**src/hdl/quadtree_tile_cache_lru_macros.svh**
```systemverilog
// assertion macros for the tile cache top level
`ifndef QUADTREE_TILE_CACHE_LRU_MACROS_SVH
`define QUADTREE_TILE_CACHE_LRU_MACROS_SVH

`ifndef SYNTHESIS
// same-cycle implication, sampled on aclk, off during reset
`define QTC_ASSERT_NOW(lbl, ante, cons) \
    lbl: assert property (@(posedge aclk) disable iff (!aresetn) (ante) |-> (cons)) \
        else $error("qtc assertion failed");
// next-cycle implication, sampled on aclk, off during reset
`define QTC_ASSERT_NXT(lbl, ante, cons) \
    lbl: assert property (@(posedge aclk) disable iff (!aresetn) (ante) |=> (cons)) \
        else $error("qtc assertion failed");
`else
`define QTC_ASSERT_NOW(lbl, ante, cons)
`define QTC_ASSERT_NXT(lbl, ante, cons)
`endif

`endif

```
**src/hdl/qtc_pkg.sv**
```systemverilog
`default_nettype none
package qtc_pkg;

    localparam int TABLE_SLOTS = 64;
    localparam int MIN_ZOOM    = 0;
    localparam int MAX_ZOOM    = 20;
    localparam int PIN_SLOTS   = 16;

    localparam int SLOT_W = (TABLE_SLOTS > 1) ? $clog2(TABLE_SLOTS) : 1;
    localparam int PIN_W  = (PIN_SLOTS > 1) ? $clog2(PIN_SLOTS) : 1;

    localparam logic [1:0] MODE_INSERT = 2'd0;
    localparam logic [1:0] MODE_LOOKUP = 2'd1;
    localparam logic [1:0] MODE_PIN    = 2'd2;
    localparam logic [1:0] MODE_UNPIN  = 2'd3;

    localparam logic [1:0] STATUS_DONE    = 2'd0;
    localparam logic [1:0] STATUS_INVALID = 2'd1;
    localparam logic [1:0] STATUS_FULL    = 2'd2;
    localparam logic [1:0] STATUS_MISS    = 2'd3;

    typedef enum logic [2:0] {
        ST_IDLE,
        ST_SCAN,
        ST_PIN,
        ST_FINISH,
        ST_OUT
    } state_t;

    typedef struct packed {
        logic [4:0]  z;
        logic [19:0] y;
        logic [19:0] x;
    } key_t;

    // search results rippling along the row of cells
    typedef struct packed {
        logic              match_found;
        logic [SLOT_W-1:0] match_idx;
        logic              free_found;
        logic [SLOT_W-1:0] free_idx;
        logic              vic_found;
        logic [SLOT_W-1:0] vic_idx;
        logic [63:0]       vic_stamp;
        key_t              vic_key;
        logic              hit_found;
        logic [SLOT_W-1:0] hit_idx;
        key_t              hit_key;
    } carry_t;

    // broadcast updates from the controller to the cells
    typedef struct packed {
        logic              wr_en;
        logic              ref_en;
        logic [SLOT_W-1:0] idx;
        logic [63:0]       stamp;
        logic              wr_pinned;
        logic              pin_set;
        logic              pin_clr;
    } cell_cmd_t;

    typedef struct packed {
        logic             found;
        logic [PIN_W-1:0] found_idx;
        logic             free_found;
        logic [PIN_W-1:0] free_idx;
    } pin_info_t;

    typedef struct packed {
        logic [1:0]  status;
        logic [5:0]  slot;
        logic [19:0] hit_x;
        logic [19:0] hit_y;
        logic [4:0]  hit_zoom;
        logic [4:0]  level_shift;
        logic [19:0] offset_x;
        logic [19:0] offset_y;
        logic        evicted_valid;
        logic [19:0] evicted_x;
        logic [19:0] evicted_y;
        logic [4:0]  evicted_zoom;
    } res_t;

endpackage
`default_nettype wire

```
**src/hdl/qtc_pin_set.sv**
```systemverilog
`default_nettype none
module qtc_pin_set
    import qtc_pkg::*;
(
    input  wire logic aclk,
    input  wire logic aresetn,
    input  wire key_t probe,
    input  wire logic set_en,
    input  wire logic clr_en,
    output      pin_info_t info
);

    logic [PIN_SLOTS-1:0] valid_reg, valid_next;
    key_t                 key_reg  [PIN_SLOTS];

    // descending loop so the lowest entry wins
    always_comb begin
        info = '0;
        for (int i = PIN_SLOTS - 1; i >= 0; i--) begin
            if (valid_reg[i] && key_reg[i] == probe) begin
                info.found     = 1'b1;
                info.found_idx = PIN_W'(i);
            end
            if (!valid_reg[i]) begin
                info.free_found = 1'b1;
                info.free_idx   = PIN_W'(i);
            end
        end
    end

    always_comb begin
        valid_next = valid_reg;
        if (set_en) begin
            valid_next[info.free_idx] = 1'b1;
        end
        if (clr_en) begin
            valid_next[info.found_idx] = 1'b0;
        end
    end

    always_ff @(posedge aclk) begin
        if (!aresetn) begin
            valid_reg <= '0;
        end else begin
            valid_reg <= valid_next;
        end
    end

    always_ff @(posedge aclk) begin
        if (set_en) begin
            key_reg[info.free_idx] <= probe;
        end
    end

endmodule
`default_nettype wire

```
**config.mk**
```make
export PLATFORM = sky130hd
export DESIGN_NAME = qtc_pin_set
export DESIGN_NICKNAME = d
export VERILOG_FILES = /design/src/hdl/quadtree_tile_cache_lru_macros.svh /design/src/hdl/qtc_pkg.sv /design/src/hdl/qtc_pin_set.sv
export SDC_FILE = /design/constraint.sdc
export NUM_CORES = 1
export LEC_CHECK = 0
export BUFFER_PORTS_ARGS = -buffer_cell sky130_fd_sc_hd__buf_4
export CAP_MARGIN = 5
export CORE_ASPECT_RATIO = 0.9
export CORE_MARGIN = 5
export CORE_UTILIZATION = 63
export CTS_CLUSTER_SIZE = 40
export DETAILED_ROUTE_END_ITERATION = 10
export HOLD_SLACK_MARGIN = 0.06
export PLACE_DENSITY = 0.88
export SYNTH_ARGS = -nofsm -noshare
export SYNTH_HDL_FRONTEND = slang
export SYNTH_SLANG_ARGS = --single-unit
```
**constraint.sdc**
```tcl
create_clock -name aclk -period 11.55 [get_ports aclk]
set_input_delay 0.5775 -clock aclk [delete_from_list [all_inputs] [get_ports aclk]]
set_output_delay 0.5775 -clock aclk [all_outputs]
set_load 0.02 [all_outputs]
```
==> results of run 1 <==
## cell usage after synthesis, types with 3 or more instances
cell,n,area (um2)
a21oi_1,13,65.06
or2_2,4,25.02
nand4b_1,3,26.28
nand4_1,342,2140
a2111oi_0,6,52.55
clkbuf_1,6,22.52
dfxtp_1,16,320.3
xor2_1,10,87.58
a22o_1,3,26.28
and4_1,3,26.28
and2_1,5,31.28
a211oi_1,7,52.55
a21boi_0,3,22.52
nand2_1,57,214.0
xnor2_1,659,5772
nand2b_1,91,569.3
nor4b_1,3,26.28
nor3_1,20,100.1
o2111ai_1,18,157.7
o211ai_1,8,60.06
buf_6,3,33.78
and3_1,12,75.07
or3_1,3,18.77
nor4_1,94,588.1
o21ai_0,22,110.1
buf_2,54,270.3
inv_1,51,191.4
nor2b_1,11,68.82
buf_4,31,232.7
o22ai_1,5,31.28
edfxtp_1,720,21620
o221ai_1,7,61.31
nand3_1,28,140.1
a211oi_2,4,50.05
a31oi_1,12,75.07
nor2_1,24,90.09
## cell families (layout without fill, tap and decap cells)
logic type / after synthesis / in the layout / synth area share, %
buffers and inverters: 146 / 262 / 2.232
DFF: 736 / 736 / 64.92
AOI/OAI and AO/OA: 129 / 129 / 2.884
xor gates and xnor gates: 669 / 669 / 17.34
and+or+nand+nor: 712 / 712 / 12.63
## layout make-up
| class | count | area, um2 | area share, % |
|---|---|---|---|
| flip-flops and latches | 736 | 21940 | 59.05 |
| multi-input cells | 1510 | 11210 | 30.17 |
| clock buffers | 88 | 1947 | 5.240 |
| well taps | 697 | 872.1 | 2.347 |
| repair buffers | 78 | 585.6 | 1.576 |
| clock inverters | 45 | 410.4 | 1.105 |
| inverters | 51 | 191.4 | 0.5152 |
## metrics by stage
stage	utilization [%]	power [mW]
2_1_floorplan	-	3.247
3_3_place_gp	65.59	3.387
3_5_place_dp	65.59	3.401
4_1_cts	70.04	5.724
5_1_grt	70.04	5.869
6_report	70.04	5.734
## worst max-delay path, cell delays in order, from the launching register on
cell and delay (ps):
edfxtp_1 380, xnor2_1 590, nand4_1 260, nor4_1 420, and3_1 410, nand4b_1 220, nand2b_1 100, a41oi_1 490
buf_4 250
## per-layer routing
layer,vias to the layer above,global-route usage [%],wire [um]
met5,-,0,19
met1,10957,44.76,34320
met4,2,18.56,6986
met2,2039,49.87,42750
met3,434,7.944,14300
li1,9216,-,-
## where the power goes
part | internal (mW) | leakage (nW) | switching [mW]
Sequential | 2.95 | 6.63 | 0.00682
Combinational | 0.117 | 3.07 | 0.294
Clock | 1.35 | 1.15 | 1.02
## path summary, 6_finish.rpt
| path | to | cells past startpoint |
|---|---|---|
| min reg2reg | valid_reg[15] | 2 |
| max | info[7] | 8 |
| max reg2reg | key_reg[9][2] | 7 |
| min | key_reg[12][3] | 1 |
==> summary.txt, run 1 <==
PnR worst setup slack: 7233 ps
via count: 22,648
crit path launch type: flop
Post-Synthesis Cells: 2,392
PwrDens: 154.3 nW/um2
TritonCTS clock tree: yes
final setup vio count: 0
commonest non-fill, non-tap cell in the layout: edfxtp_1
WL per Instance: 30.69 um
IO Port Bufs: 58
CTS Buf Count: 75
Total Routing Usage GR: 33.10%
Final Wtd Congestion: 1.036
fin. max-slew vios: 0
Fmax: 0.2316 GHz
largest net degree at the start of global routing: 47
clock sink total: 736
flop and latch count out of synthesis: 736
Primary FF master, synth: edfxtp_1
starting density of the core: 63.71%
Max transition margin: 13.50%
crit path time final: 4317 ps
Post-DP HPWL: 55,200 um
Worst Tran Pin Value: 1294 ps
Die Ht: 229.7 um
sequential cell area fraction in the yosys report: 64.92%
fin area: 37,160 um2
Via density: 7.066
H-tree depth: 3
run status: finished clean
Placed Area: 34,800 um2
hold path start: probe[3]
post-CTS sizing: 0
Clock Latency Late Sink: 630 ps
Chip Width: 254.1 um
number of fill cells: 3,251
Yosys cell types: 61
Pre-antenna DRT Iters: 8
Ports: 59
Fin. Hold Viols: 0
syn_area_per_cell: 14.13 um2
Reg2Reg Setup Slack: 7520 ps
initial antenna violation count: 1
number of global-route vias before repair: 22,380
CTS Root Cell: clkbuf_16
total global routing overflow: 0
syn_nets: 2,441
critical setup path kind: reg2out
hold_buf cts: 0
CP endpoint kind: output pin
Ant. Diodes: 0
Cell Count Post-Placement: 3,072
non-filler cells, final: 3,205
maximum vdd drop: 0.1206 mV
Clock transition at path regs: 60 ps
unrepaired setup endpoints after global routing: false
max reg flops: 720
Clock Path Buffers: 3
Final Skew: 18.16 ps
final clock period utilization by the worst path: 37.38%
commonest cells after routing, fill and taps aside: 720 x edfxtp_1, 659 x xnor2_1, 342 x nand4_1, 94 x nor4_1, 91 x nand2b_1
drt total wl: 98,370 um
leak pwr: 10.86 nW
Post-synth ARST share: 0%
DRC: 0
die area: 58,380 um2
Final ANT Viol Nets: 0
DR iter-0 viols: 3,285
pre-CTS setup slack: 7569 ps
number of enable flip-flop cells after synthesis: 720
# rows: 80
Crit Path Max Fanout: 4
Placeable Area: 53,050 um2
total negative slack: 0 ps
final net count: 2,501
post-CTS setup buffer count: 0
max_cap viols: 0
Cell Area, Synth: 33,800 um2
Min Hold Slack: 223.7 ps
global-route wire length before repair: 143,100 um
Worst R2R Start: valid_reg[12]
count of yosys warnings during synthesis: 0
P&R area growth vs syn: 9.936%
Critical Path RT: 10,970 ps
WP data arrival: 3740 ps
worst min-delay path class: in2reg
fraction of layout instances using a drive strength above 1: 8.732%
worst setup path startpoint: key_reg[12][3]
Power figures use the tool's default switching activity.
==> run 2, diff against run 1 <==
- clock period: 11.55 -> 4.4 ns (I/O delays scaled with it)
==> run 2 against run 1 <==
Cell area grew 1.1%. Utilization grew 0.74 points. Clock skew is essentially flat. Die area is the same. Non-clock buffer count grew 41. Critical path depth grew 3. Clock power grew to 2.6 times the previous value. Setup slack lost 6900 ps. Sequential power grew to 2.6 times the previous value. Critical endpoint unchanged.
==> summary.txt, run 2 (synthesized netlist as in run 1, its figures left out) <==
worst-path cell chain: dlygate4sd3_1 > buf_4 > buf_4 > xnor2_1 > nand4_1 > nor4_1 > and3_1 > nand4b_1 > nand2b_1 > a41oi_1 > buf_4 (was xnor2_1 > nand4_1 > nor4_1 > and3_1 > nand4b_1 > nand2b_1 > a41oi_1 > buf_4)
commonest cells after routing, fill and taps aside: 720 x edfxtp_1, 659 x xnor2_1, 342 x nand4_1, 105 x buf_4, 94 x nor4_1 (was 720 x edfxtp_1, 659 x xnor2_1, 342 x nand4_1, 94 x nor4_1, 91 x nand2b_1)
post-CTS setup buffer count: 0 (unchanged)
capturing point of the worst reg2reg path: key_reg[1][32] (was key_reg[9][2])
hold path start: probe[0] (was probe[3])
global-route wire length before repair: 143,400 um (was 143,100 um)
via count: 22,717 (was 22,648)
total negative slack: 0 ps (unchanged)
starting density of the core: 63.71% (unchanged)
worst stage delay on the critical path: 540 ps (was 590 ps)
Buf+Inv Stages, Crit Path: 4 (was 1)
crit path launch type: primary input (was flop)
clock sink total: 736 (unchanged)
Pre-antenna DRT Iters: 6 (was 8)
PwrDens: 397.7 nW/um2 (was 154.3 nW/um2)
DRC: 0 (unchanged)
unrepaired setup endpoints after global routing: false (unchanged)
leak pwr: 11.06 nW (was 10.86 nW)
Total Power: 14.93 mW (was 5.734 mW)
WL per Instance: 30.37 um (was 30.69 um)
Fmax: 0.2477 GHz
CTS Buf Count: 74 (was 75)
hold_buf cts: 11 (was 0)
maximum vdd drop: 0.2949 mV (was 0.1206 mV)
Final Wtd Congestion: 1.013 (was 1.036)
max_cap viols: 0 (unchanged)
critical setup path kind: in2out (was reg2out)
R2R depth: 10 (was 7)
Fin. Hold Viols: 0 (unchanged)
cell mode on critical path: buf_4
Total Routing Usage GR: 33.06% (was 33.10%)
Placed Area: 35,120 um2 (was 34,800 um2)
Worst R2R Start: valid_reg[14] (was valid_reg[12])
final clock period utilization by the worst path: 91.77%
final net count: 2,541 (was 2,501)
Placeable Area: 53,050 um2 (unchanged)
DR iter-0 viols: 3,312 (was 3,285)
Die Ht: 229.7 um (unchanged)
fin area: 37,550 um2 (was 37,160 um2)
Hold Path Depth: 1 (unchanged)
Chip Width: 254.1 um (unchanged)
CTS Root Cell: clkbuf_16 (unchanged)
post-CTS sizing: 0 (unchanged)
Final Skew: 18.63 ps (was 18.16 ps)
fraction of layout instances using a drive strength above 1: 9.294% (was 8.732%)
Ports: 59 (unchanged)
worst min-delay path class: in2reg (unchanged)
WP data arrival: 3820 ps (was 3740 ps)
max reg flops: 720 (unchanged)
Reg2Reg Setup Slack: 610 ps (was 7520 ps)
commonest non-fill, non-tap cell in the layout: edfxtp_1 (unchanged)
run status: finished clean (unchanged)
final setup vio count: 0 (unchanged)
Top delay family on crit path: simple AND/OR/NAND/NOR gates (unchanged)
die area: 58,380 um2 (unchanged)
worst hold endpoint: key_reg[14][0] (was key_reg[12][3])
Max transition margin: 15.24% (was 13.50%)
Final ANT Viol Nets: 0 (unchanged)
CP endpoint kind: output pin (unchanged)
# rows: 80 (unchanged)
H-tree depth: 3 (unchanged)
Critical Path RT: 4180 ps (was 10,970 ps)
Clock transition at path regs: 60 ps (about the same)
crit path time final: 4038 ps
number of global-route vias before repair: 22,468 (was 22,380)
fin. max-slew vios: 0 (unchanged)
P&R area growth vs syn: 11.10% (was 9.936%)
TritonCTS clock tree: yes (unchanged)
initial antenna violation count: 1 (unchanged)
Worst Tran Pin Value: 1268 ps (was 1294 ps)
Post-DP HPWL: 57,820 um (was 55,200 um)
Via density: 6.994 (was 7.066)
Min Hold Slack: 112.2 ps (was 223.7 ps)
Clock Path Buffers: 3 (unchanged)
Crit Path Max Fanout: 15 (was 4)
CP max-delay cell: dlygate4sd3_1 (was xnor2_1)
drt total wl: 98,650 um (was 98,370 um)
Clock Latency Late Sink: 620 ps (was 630 ps)
total global routing overflow: 0 (unchanged)
largest net degree at the start of global routing: 47 (unchanged)
IO Port Bufs: 58 (unchanged)
## run 2: changes by cell type in the layout (fill, tap and decap cells not counted), moves of 5 or more
cell,previous run,this run
clkbuf_16,76,81
buf_4,78,105
clkbuf_1,12,19
clkbuf_8,0,5
inv_6,6,0
clkinv_2,14,6
bufinv_16,6,1
clkinv_1,14,20
dlygate4sd3_1,0,11
## run 2: report_power, final
group          switching, mW  internal, mW  total [mW]
registers             0.0187          7.74        7.75
logic                  0.790         0.333        1.12
clock network           2.58          3.48        6.06
## run 2: worst max-delay path by stage
stage / end / cells past startpoint / from
after global routing: info[7] / 11 / probe[14]
after detailed placement: key_reg[1][26] / 10 / valid_reg[14]
after CTS: info[7] / 11 / probe[14]
after global placement: key_reg[1][21] / 10 / valid_reg[14]
after floorplan: key_reg[10][0] / 7 / valid_reg[15]
final: info[7] / 11 / probe[14]
## run 2: layout make-up
cell class / count / area (um2)
flip-flops and latches: 736 / 21940
fillers: 3225 / 15500
multi-input cells: 1510 / 11260
clock buffers: 105 / 2167
repair buffers: 119 / 958.4
well taps: 697 / 872.1
inverters: 51 / 191.4
clock inverters: 29 / 152.6
diodes: 1 / 2.502
## run 2: routing by layer
metal	part of all wire [%]	up-vias	track usage, %
li1	-	9319	-
met1	35	11018	45.00
met2	44	1942	50.54
met3	14	438	7.537
met4	6.7	0	16.95
met5	0	-	0
## run 2: metrics by stage
stage                     std cells  util (%)  setup WS [ps]
final                          3248     70.78          362.1
after global routing           3247     70.78          384.5
after CTS                      3247     70.78          516.0
after detailed placement       3102     66.20          715.4
after global placement         3102     66.20          743.4
after floorplan                2392         -         -801.4
